==> src/rtl/amzmp_pkg.sv <==
package amzmp_pkg;

	localparam int ACCEL_W   = 16;
	localparam int COM_W     = 24;
	localparam int ZMP_W     = 24;
	localparam int CFG_IDX_W = 2;
	localparam int CFG_W     = 24;

	localparam logic [CFG_IDX_W-1:0] CFG_COM_X = 2'd0;
	localparam logic [CFG_IDX_W-1:0] CFG_COM_Y = 2'd1;
	localparam logic [CFG_IDX_W-1:0] CFG_COM_Z = 2'd2;

	// 103.6602 cm in Q.8
	localparam logic signed [COM_W-1:0] COM_Z_RESET = 24'sd26537;

	typedef struct packed {
		logic signed [ACCEL_W-1:0] accel_x;
		logic signed [ACCEL_W-1:0] accel_y;
		logic signed [ACCEL_W-1:0] accel_z;
	} sample_t;

	typedef struct packed {
		logic signed [ZMP_W-1:0] zmp_x;
		logic signed [ZMP_W-1:0] zmp_y;
		logic                    zero_divisor;
	} result_t;

	typedef struct packed {
		logic accept;
		logic update;
		logic mul_x;
		logic mul_y;
		logic load;
		logic div_step;
		logic finish;
	} cmd_t;

	typedef struct packed {
		logic sum_z_zero;
		logic out_busy;
	} stat_t;

endpackage

==> src/rtl/amzmp_if.sv <==
interface amzmp_sample_if;
	logic                 valid;
	logic                 ready;
	amzmp_pkg::sample_t   data;

	modport source (output valid, output data, input ready);
	modport sink (input valid, input data, output ready);
endinterface

interface amzmp_result_if;
	logic                 valid;
	logic                 ready;
	amzmp_pkg::result_t   data;

	modport source (output valid, output data, input ready);
	modport sink (input valid, input data, output ready);
endinterface

==> src/rtl/amzmp_div.sv <==
// Restoring divider, one quotient bit per step. Divisor must hold during steps.
module amzmp_div #(
	parameter int DVD_W = 44,
	parameter int DVS_W = 21
) (
	input  logic             clk,
	input  logic             start,
	input  logic             step,
	input  logic [DVD_W-1:0] dividend,
	input  logic [DVS_W-1:0] divisor,
	output logic [DVD_W-1:0] quotient
);

	logic [DVD_W-1:0] quo_q;
	logic [DVS_W-1:0] rem_q;
	logic [DVS_W:0]   part;
	logic [DVS_W:0]   diff;

	assign part = {rem_q, quo_q[DVD_W-1]};
	assign diff = part - {1'b0, divisor};

	always_ff @(posedge clk) begin
		if (start) begin
			quo_q <= dividend;
			rem_q <= '0;
		end else if (step) begin
			if (!diff[DVS_W]) begin
				rem_q <= diff[DVS_W-1:0];
				quo_q <= {quo_q[DVD_W-2:0], 1'b1};
			end else begin
				rem_q <= part[DVS_W-1:0];
				quo_q <= {quo_q[DVD_W-2:0], 1'b0};
			end
		end
	end

	assign quotient = quo_q;

endmodule

==> src/rtl/amzmp_dp.sv <==
module amzmp_dp #(
	parameter int WINDOW_LEN = 30
) (
	input  logic                                clk,
	input  logic                                arst_n,
	input  amzmp_pkg::cmd_t                     cmd,
	output amzmp_pkg::stat_t                    stat,
	input  logic                                cfg_we,
	input  logic [amzmp_pkg::CFG_IDX_W-1:0]     cfg_idx,
	input  logic [amzmp_pkg::CFG_W-1:0]         cfg_data,
	input  amzmp_pkg::sample_t                  in_data,
	input  logic                                out_ready,
	output logic                                out_valid,
	output amzmp_pkg::result_t                  out_data
);

	localparam int ADDR_W = $clog2(WINDOW_LEN);
	localparam int SUM_W  = amzmp_pkg::ACCEL_W + $clog2(WINDOW_LEN);
	localparam int PROD_W = amzmp_pkg::COM_W + SUM_W;
	localparam int MAG_W  = PROD_W - 1;
	localparam int RES_W  = MAG_W + 2;
	localparam int ZW     = amzmp_pkg::ZMP_W;

	logic signed [amzmp_pkg::COM_W-1:0] com_x_q, com_y_q, com_z_q;

	always_ff @(posedge clk or negedge arst_n) begin
		if (!arst_n) begin
			com_x_q <= '0;
			com_y_q <= '0;
			com_z_q <= amzmp_pkg::COM_Z_RESET;
		end else if (cfg_we) begin
			unique case (cfg_idx)
				amzmp_pkg::CFG_COM_X: com_x_q <= cfg_data;
				amzmp_pkg::CFG_COM_Y: com_y_q <= cfg_data;
				amzmp_pkg::CFG_COM_Z: com_z_q <= cfg_data;
				default: ;
			endcase
		end
	end

	// sample window: one read at accept, one write at update
	amzmp_pkg::sample_t mem [WINDOW_LEN];
	amzmp_pkg::sample_t rd_q;
	amzmp_pkg::sample_t samp_s1;
	amzmp_pkg::sample_t old_smp;
	logic [WINDOW_LEN-1:0] valid_q;
	logic [ADDR_W-1:0]     slot_q;

	always_ff @(posedge clk) begin
		if (cmd.accept) begin
			rd_q    <= mem[slot_q];
			samp_s1 <= in_data;
		end
		if (cmd.update)
			mem[slot_q] <= samp_s1;
	end

	// never-written entries read as zero
	assign old_smp = valid_q[slot_q] ? rd_q : '0;

	logic signed [SUM_W-1:0] sum_x_q, sum_y_q, sum_z_q;

	always_ff @(posedge clk or negedge arst_n) begin
		if (!arst_n) begin
			valid_q <= '0;
			slot_q  <= '0;
			sum_x_q <= '0;
			sum_y_q <= '0;
			sum_z_q <= '0;
		end else if (cmd.update) begin
			valid_q[slot_q] <= 1'b1;
			slot_q  <= (slot_q == ADDR_W'(WINDOW_LEN - 1)) ? '0 : slot_q + 1'b1;
			sum_x_q <= sum_x_q + SUM_W'(samp_s1.accel_x) - SUM_W'(old_smp.accel_x);
			sum_y_q <= sum_y_q + SUM_W'(samp_s1.accel_y) - SUM_W'(old_smp.accel_y);
			sum_z_q <= sum_z_q + SUM_W'(samp_s1.accel_z) - SUM_W'(old_smp.accel_z);
		end
	end

	// one shared multiplier: x product first, then y
	logic signed [SUM_W-1:0]  mul_b;
	logic signed [PROD_W-1:0] prod_q, prod_x_q;

	assign mul_b = cmd.mul_y ? sum_y_q : sum_x_q;

	always_ff @(posedge clk) begin
		if (cmd.mul_x || cmd.mul_y)
			prod_q <= com_z_q * mul_b;
		if (cmd.mul_y)
			prod_x_q <= prod_q;
	end

	logic [PROD_W-1:0] abs_x, abs_y;
	logic [SUM_W-1:0]  abs_z;
	logic [SUM_W-1:0]  dvs_q;
	logic              neg_x_q, neg_y_q;
	logic [MAG_W-1:0]  quo_x, quo_y;

	assign abs_x = prod_x_q[PROD_W-1] ? -prod_x_q : prod_x_q;
	assign abs_y = prod_q[PROD_W-1] ? -prod_q : prod_q;
	assign abs_z = sum_z_q[SUM_W-1] ? -sum_z_q : sum_z_q;

	always_ff @(posedge clk) begin
		if (cmd.load) begin
			dvs_q   <= abs_z;
			neg_x_q <= prod_x_q[PROD_W-1] ^ sum_z_q[SUM_W-1];
			neg_y_q <= prod_q[PROD_W-1] ^ sum_z_q[SUM_W-1];
		end
	end

	amzmp_div #(.DVD_W(MAG_W), .DVS_W(SUM_W)) u_div_x (
		.clk      (clk),
		.start    (cmd.load),
		.step     (cmd.div_step),
		.dividend (abs_x[MAG_W-1:0]),
		.divisor  (dvs_q),
		.quotient (quo_x)
	);

	amzmp_div #(.DVD_W(MAG_W), .DVS_W(SUM_W)) u_div_y (
		.clk      (clk),
		.start    (cmd.load),
		.step     (cmd.div_step),
		.dividend (abs_y[MAG_W-1:0]),
		.divisor  (dvs_q),
		.quotient (quo_y)
	);

	// com_x - q and com_y + q with the quotient sign folded into add/sub
	logic signed [RES_W-1:0] cx, cy, qx, qy, res_x, res_y;

	assign cx    = RES_W'(com_x_q);
	assign cy    = RES_W'(com_y_q);
	assign qx    = $signed({2'b00, quo_x});
	assign qy    = $signed({2'b00, quo_y});
	assign res_x = neg_x_q ? cx + qx : cx - qx;
	assign res_y = neg_y_q ? cy - qy : cy + qy;

	function automatic logic signed [ZW-1:0] sat(input logic signed [RES_W-1:0] v);
		logic ovf;
		ovf = (v[RES_W-1:ZW-1] != '0) && (v[RES_W-1:ZW-1] != '1);
		if (!ovf)
			sat = v[ZW-1:0];
		else if (v[RES_W-1])
			sat = {1'b1, {(ZW-1){1'b0}}};
		else
			sat = {1'b0, {(ZW-1){1'b1}}};
	endfunction

	logic               out_valid_q;
	amzmp_pkg::result_t out_data_q;

	always_ff @(posedge clk or negedge arst_n) begin
		if (!arst_n)
			out_valid_q <= 1'b0;
		else if (cmd.finish)
			out_valid_q <= 1'b1;
		else if (out_ready)
			out_valid_q <= 1'b0;
	end

	always_ff @(posedge clk) begin
		if (cmd.finish) begin
			if (sum_z_q == '0) begin
				out_data_q.zmp_x        <= com_x_q;
				out_data_q.zmp_y        <= com_y_q;
				out_data_q.zero_divisor <= 1'b1;
			end else begin
				out_data_q.zmp_x        <= sat(res_x);
				out_data_q.zmp_y        <= sat(res_y);
				out_data_q.zero_divisor <= 1'b0;
			end
		end
	end

	assign out_valid       = out_valid_q;
	assign out_data        = out_data_q;
	assign stat.sum_z_zero = (sum_z_q == '0);
	assign stat.out_busy   = out_valid_q && !out_ready;

endmodule

==> src/rtl/amzmp_ctrl.sv <==
module amzmp_ctrl #(
	parameter int DIV_STEPS = 44
) (
	input  logic             clk,
	input  logic             arst_n,
	input  logic             in_valid,
	output logic             in_ready,
	input  amzmp_pkg::stat_t stat,
	output amzmp_pkg::cmd_t  cmd
);

	localparam int CNT_W = $clog2(DIV_STEPS);

	typedef enum logic [2:0] {
		IDLE,
		UPD,
		MULX,
		MULY,
		LOAD,
		DIV,
		FINISH
	} state_t;

	state_t           state_q;
	logic [CNT_W-1:0] cnt_q;
	logic             ready_q;
	logic             accept;

	assign accept = (state_q == IDLE) && in_valid && ready_q;

	always_ff @(posedge clk or negedge arst_n) begin
		if (!arst_n) begin
			state_q <= IDLE;
			cnt_q   <= '0;
			ready_q <= 1'b1;
		end else begin
			unique case (state_q)
				IDLE: begin
					if (accept) begin
						state_q <= UPD;
						ready_q <= 1'b0;
					end
				end
				UPD:  state_q <= MULX;
				MULX: state_q <= MULY;
				MULY: state_q <= LOAD;
				LOAD: begin
					cnt_q   <= CNT_W'(DIV_STEPS - 1);
					state_q <= stat.sum_z_zero ? FINISH : DIV;
				end
				DIV: begin
					if (cnt_q == '0)
						state_q <= FINISH;
					else
						cnt_q <= cnt_q - 1'b1;
				end
				FINISH: begin
					if (!stat.out_busy) begin
						state_q <= IDLE;
						ready_q <= 1'b1;
					end
				end
				default: state_q <= IDLE;
			endcase
		end
	end

	always_comb begin
		cmd          = '0;
		cmd.accept   = accept;
		cmd.update   = (state_q == UPD);
		cmd.mul_x    = (state_q == MULX);
		cmd.mul_y    = (state_q == MULY);
		cmd.load     = (state_q == LOAD);
		cmd.div_step = (state_q == DIV);
		cmd.finish   = (state_q == FINISH) && !stat.out_busy;
	end

	assign in_ready = ready_q;

endmodule

==> src/rtl/accel_moving_average_zmp.sv <==
// channel  | dir | payload                            | handshake
// sample   | in  | accel_x, accel_y, accel_z (s16)    | valid/ready
// result   | out | zmp_x, zmp_y (s24), zero_divisor   | valid/ready
// cfg      | in  | cfg_idx 0..2, cfg_data (24b)       | cfg_we, no back-pressure
//
// One sample at a time: a taken request is worked through UPD, MULX, MULY, LOAD, DIV and
// FINISH, with DIV_STEPS = 39 + clog2(WINDOW_LEN) matching the quotient width of the
// one bit per cycle restoring dividers; x and y divide in parallel.
// A zero z-sum skips the divide.
// Reset clears the window valid bits at once, no sweep.
// A stalled result holds in the output register; the next sample is accepted
// while it waits, and its own result waits in FINISH until the register frees.
module accel_moving_average_zmp #(
	parameter int WINDOW_LEN = 30
) (
	input  logic                            clk,
	input  logic                            arst_n,
	amzmp_sample_if.sink                    sample,
	amzmp_result_if.source                  result,
	input  logic                            cfg_we,
	input  logic [amzmp_pkg::CFG_IDX_W-1:0] cfg_idx,
	input  logic [amzmp_pkg::CFG_W-1:0]     cfg_data
);

	localparam int DIV_STEPS = amzmp_pkg::COM_W + amzmp_pkg::ACCEL_W
		+ $clog2(WINDOW_LEN) - 1;

	amzmp_pkg::cmd_t  cmd;
	amzmp_pkg::stat_t stat;
	logic             in_ready;

	amzmp_ctrl #(.DIV_STEPS(DIV_STEPS)) u_ctrl (
		.clk      (clk),
		.arst_n   (arst_n),
		.in_valid (sample.valid),
		.in_ready (in_ready),
		.stat     (stat),
		.cmd      (cmd)
	);

	amzmp_dp #(.WINDOW_LEN(WINDOW_LEN)) u_dp (
		.clk       (clk),
		.arst_n    (arst_n),
		.cmd       (cmd),
		.stat      (stat),
		.cfg_we    (cfg_we),
		.cfg_idx   (cfg_idx),
		.cfg_data  (cfg_data),
		.in_data   (sample.data),
		.out_ready (result.ready),
		.out_valid (result.valid),
		.out_data  (result.data)
	);

	assign sample.ready = in_ready;

endmodule

==> src/flat_wrapper.sv <==
// flat-port wrapper written by rule: the top's interface ports become plain ports
module accel_moving_average_zmp_flat 
#(
	parameter int WINDOW_LEN = 30
)
  (clk, arst_n, cfg_we, cfg_idx, cfg_data, sample_valid, sample_data, sample_ready, result_valid, result_data, result_ready);
  amzmp_sample_if sample_i ();
  amzmp_result_if result_i ();
  input  logic clk;
  input  logic arst_n;
  input  logic cfg_we;
  input  logic [amzmp_pkg::CFG_IDX_W-1:0] cfg_idx;
  input  logic [amzmp_pkg::CFG_W-1:0] cfg_data;
  input wire logic [$bits(sample_i.valid)-1:0] sample_valid;
  input wire logic [$bits(sample_i.data)-1:0] sample_data;
  output wire logic [$bits(sample_i.ready)-1:0] sample_ready;
  output wire logic [$bits(result_i.valid)-1:0] result_valid;
  output wire logic [$bits(result_i.data)-1:0] result_data;
  input wire logic [$bits(result_i.ready)-1:0] result_ready;
  assign sample_i.valid = sample_valid;
  assign sample_i.data = sample_data;
  assign sample_ready = sample_i.ready;
  assign result_valid = result_i.valid;
  assign result_data = result_i.data;
  assign result_i.ready = result_ready;
  accel_moving_average_zmp #(.WINDOW_LEN(WINDOW_LEN)) u_core (.clk(clk), .arst_n(arst_n), .sample(sample_i), .result(result_i), .cfg_we(cfg_we), .cfg_idx(cfg_idx), .cfg_data(cfg_data));
endmodule
==> config.mk <==
export PLATFORM = sky130hd
export DESIGN_NAME = accel_moving_average_zmp_flat
export DESIGN_NICKNAME = d
export VERILOG_FILES = /design/src/rtl/amzmp_pkg.sv /design/src/rtl/amzmp_if.sv /design/src/rtl/amzmp_div.sv /design/src/rtl/amzmp_dp.sv /design/src/rtl/amzmp_ctrl.sv /design/src/rtl/accel_moving_average_zmp.sv /design/src/flat_wrapper.sv
export SDC_FILE = /design/constraint.sdc
export NUM_CORES = 2
export LEC_CHECK = 0
export BUFFER_PORTS_ARGS = -buffer_cell sky130_fd_sc_hd__buf_2
export CAP_MARGIN = 20
export CORE_UTILIZATION = 40
export CTS_CLUSTER_SIZE = 40
export DETAILED_ROUTE_END_ITERATION = 8
export SLEW_MARGIN = 20
export SYNTH_ARGS = -nofsm -noshare
export SYNTH_HDL_FRONTEND = slang
export SYNTH_SLANG_ARGS = --single-unit
==> constraint.sdc <==
create_clock -name clk -period 20 [get_ports clk]
set_clock_uncertainty 0.1 [all_clocks]
set_input_delay 1 -clock clk [delete_from_list [all_inputs] [get_ports clk]]
set_output_delay 1 -clock clk [all_outputs]
set_load 0.02 [all_outputs]
==> flow_metrics.py <==
metrics = {
    "worst_setup_path": {
        "r2r_cells": 31,
        "crit_type": "reg -> reg",
        "cp_top_family": "adder cells",
        "critPathCaptureType": "flop",
        "crit_required_ns": 20.51,
        "path_common_cell": "fa_1",
        "max_stage_delay_ns": 0.72,
        "critical-path-slowest-cell": "a21oi_4",
        "startpoint_type": "flop",
        "cp_max_fo": 46,
        "cp.buffers_inverters": 6,
        "worstPathArrival_ns": 10.31,
        "reg2reg_slack_ns": 10.20,
        "cp.depth": 31,
    },
    "logic_synthesis": {
        "ys_ff_latch": 2009,
        "ys_types": 82,
        "yosys_warnings": 0,
        "synth_fp_nets": 9088,
        "yosys.area.top_type": "edfxtp_1",
        "netlist_top_cells_area": "edfxtp_1, fa_1, mux4_2",
        "syn_area_per_cell_um2": 13.4,
        "syn-instance-count": 8103,
        "seq_area_frac_synth_pct": 54.2,
        "synth_edf_count": 1786,
        "synth.top_cell.area_share_pct": 49.2,
        "syn_area_um2": 109000,
        "async_reset_ff_share_pct": 9.01,
        "synth_flop_cell": "edfxtp_1",
    },
    "timing": {
        "setup_tns_ns": 0,
        "relSlewSlack_pct": 20.3,
        "drv_slew": 0,
        "setup_viol": 0,
        "fmax_ghz": 0.102,
        "rsz0062_at_grt": "no",
        "period_minus_slack_ns": 9.80,
        "tightest_slew_ns": 1.20,
        "hold_violations": 0,
        "holdWs_ns": 0.0316,
        "timing.final.crit_share_pct": 49.0,
    },
    "layout": {
        "synthToLayoutAreaGrowth_pct": 11.3,
        "post-route-util_pct": 44.8,
        "nNetsFinal": 9222,
        "fin_cells": 12000,
        "drive_above_1_share_pct": 13.6,
    },
    "global_route": {
        "grt_pass1_wl_um": 439000,
        "grt_max_degree": 144,
        "overflow": 0,
        "track_usage_pct": 21.4,
        "grt_pass1_vias": 68000,
        "antenna_found_initial": 11,
    },
    "clock_network": {
        "cts_max_level": 4,
        "root_buffer": "clkbuf_16",
        "post_cts_buffers": 0,
        "cts_tree": "built",
        "cts.sink_count": 2009,
        "cts_buffers": 216,
        "cts_hold_buf": 0,
        "cts_resized": 0,
        "clk_latency_ns": 0.90,
        "cts.reportedPaths.clkPinSlew_ns": 0.06,
        "clock_path_buffers": 4,
    },
    "routing": {
        "wl_per_cell_um": 24.6,
        "drt_wl_total_um": 295000,
        "drc": 0,
        "via_count": 66300,
        "via_per_inst": 5.54,
        "drt_iter0_drc": 5917,
        "final_antenna_net_count": 0,
        "firstDrtPassIters": 6,
    },
    "placed_design": {
        "port-buffer-count": 129,
        "gp_congestion": 0.911,
        "hpwlAfterDp_um": 190000,
        "dp.cells": 11600,
    },
    "die": {
        "rows": 191,
        "core_area_um2": 271000,
        "dieArea_um2": 274000,
        "io_pins": 130,
        "fp.dieH_um": 524,
        "start_util_pct": 40.2,
        "die_w_um": 524,
    },
    "min_path": {
        "min_path_type": "in -> async",
    },
    "run": {
        "maxCapViolations": 0,
    },
    "status": {
        "outcome": "complete, no violations",
    },
}
[through the flow]
step / setup slack [ns] / instance area, um2
after global placement: 10.06 / 114000
after floorplan: 9.47 / 109000
after detailed placement: 10.03 / 114000
final: 10.20 / 121000
after CTS: 10.05 / 121000
after global routing: 9.71 / 121000
[metal layers]
layer | track usage [%] | wire, um | vias to the layer above
met5 | 0 | 0 | -
met4 | 5.25 | 7170 | 0
met3 | 2.50 | 18600 | 443
met2 | 36.1 | 143000 | 2261
met1 | 29.6 | 126000 | 34300
li1 | - | - | 29300
[state kept, by name, indices dropped and copies added, names as in the netlist, 30 cells and up]
name / count
u_core.u_dp.valid_q: 30
u_core.u_dp.samp_s1: 48
u_core.u_dp.out_data: 49
u_core.u_dp.mem: 1440
u_core.u_dp.prod_q: 45
u_core.u_dp.rd_q: 48
u_core.u_dp.u_div_y.quotient: 44
u_core.u_dp.u_div_x.quotient: 44
u_core.u_dp.prod_x_q: 45
[layout make-up]
cell class | count | area, um2
fillers | 24000 | 150000
flip-flops and latches | 2009 | 59000
multi-input cells | 4815 | 45600
clock buffers | 272 | 5770
well taps | 3570 | 4470
inverters | 926 | 3480
repair buffers | 269 | 1740
clock inverters | 116 | 1170
diodes | 6 | 15.0
[logic make-up (layout without fill, tap and decap cells)]
family | Yosys count | in the layout | synth area share [%]
adders and majority gates | 906 | 906 | 14.4
and+or+nand+nor | 1788 | 1788 | 7.94
xor gates and xnor gates | 402 | 402 | 3.23
buffers and inverters | 1279 | 1583 | 4.41
AOI/OAI and AO/OA | 1209 | 1209 | 7.13
other | 0 | 6 | 0
DFF | 2009 | 2009 | 54.2
muxes | 510 | 510 | 8.71
[final timing paths]
kind / end / from
max in group asynchronous: u_core.u_dp.com_y_q[3] / arst_n
min in group clk: u_core.u_dp.samp_s1[26] / sample_data[26]
max: u_core.u_dp.prod_q[44] / u_core.u_ctrl.state_q[1]
max reg2reg: u_core.u_dp.prod_q[44] / u_core.u_ctrl.state_q[1]
min reg2reg: u_core.u_dp.valid_q[14] / u_core.u_dp.valid_q[14]
min: u_core.u_dp.sum_z_q[14] / arst_n
[placed cells by master (no fill, tap or decap), types with 28 or more instances in the layout]
cell type	instances
clkbuf_16	220
and3_1	32
clkbuf_1	45
nor2b_1	101
a311oi_1	28
buf_4	136
nand3_1	58
nor3_1	81
nor2_4	32
nor4_1	28
a21o_1	92
nand2b_1	45
mux2_2	78
o211ai_1	50
nor2_1	239
xor2_1	201
a22oi_1	151
nand2_1	725
edfxtp_1	1786
o21a_1	30
o21ai_0	331
or2_2	45
clkinv_2	33
ha_1	326
or3_1	42
mux2i_1	88
o31ai_1	48
a21oi_1	235
dfrtp_1	168
fa_1	580
a31oi_1	50
clkinv_1	40
xnor2_1	200
dfxtp_1	42
buf_2	128
nand4_1	74
and2_1	206
mux4_2	343
inv_1	923
[synthesized netlist by cell type, types with 24 or more instances]
| cell | n |
|---|---|
| edfxtp_1 | 1786 |
| inv_1 | 925 |
| nand2_1 | 728 |
| fa_1 | 580 |
| o21ai_0 | 345 |
| mux4_2 | 343 |
| ha_1 | 326 |
| clkbuf_1 | 300 |
| nor2_1 | 271 |
| a21oi_1 | 238 |
| and2_1 | 209 |
| xnor2_1 | 201 |
| xor2_1 | 201 |
| dfrtp_1 | 171 |
| a22oi_1 | 151 |
| nor2b_1 | 102 |
| a21o_1 | 92 |
| mux2i_1 | 89 |
| nor3_1 | 84 |
| mux2_2 | 78 |
| nand4_1 | 74 |
| nand3_1 | 58 |
| buf_1 | 52 |
| a31oi_1 | 50 |
| o211ai_1 | 50 |
| o31ai_1 | 48 |
| nand2b_1 | 46 |
| or2_2 | 45 |
| dfxtp_1 | 42 |
| or3_1 | 42 |
| and3_1 | 33 |
| o21a_1 | 30 |
| a311oi_1 | 28 |
| nor4_1 | 28 |
| o21bai_1 | 24 |
Power is left out: the tool's default activity adds up to more than one toggle a clock period on the data nets, which glitch-free logic cannot reach.
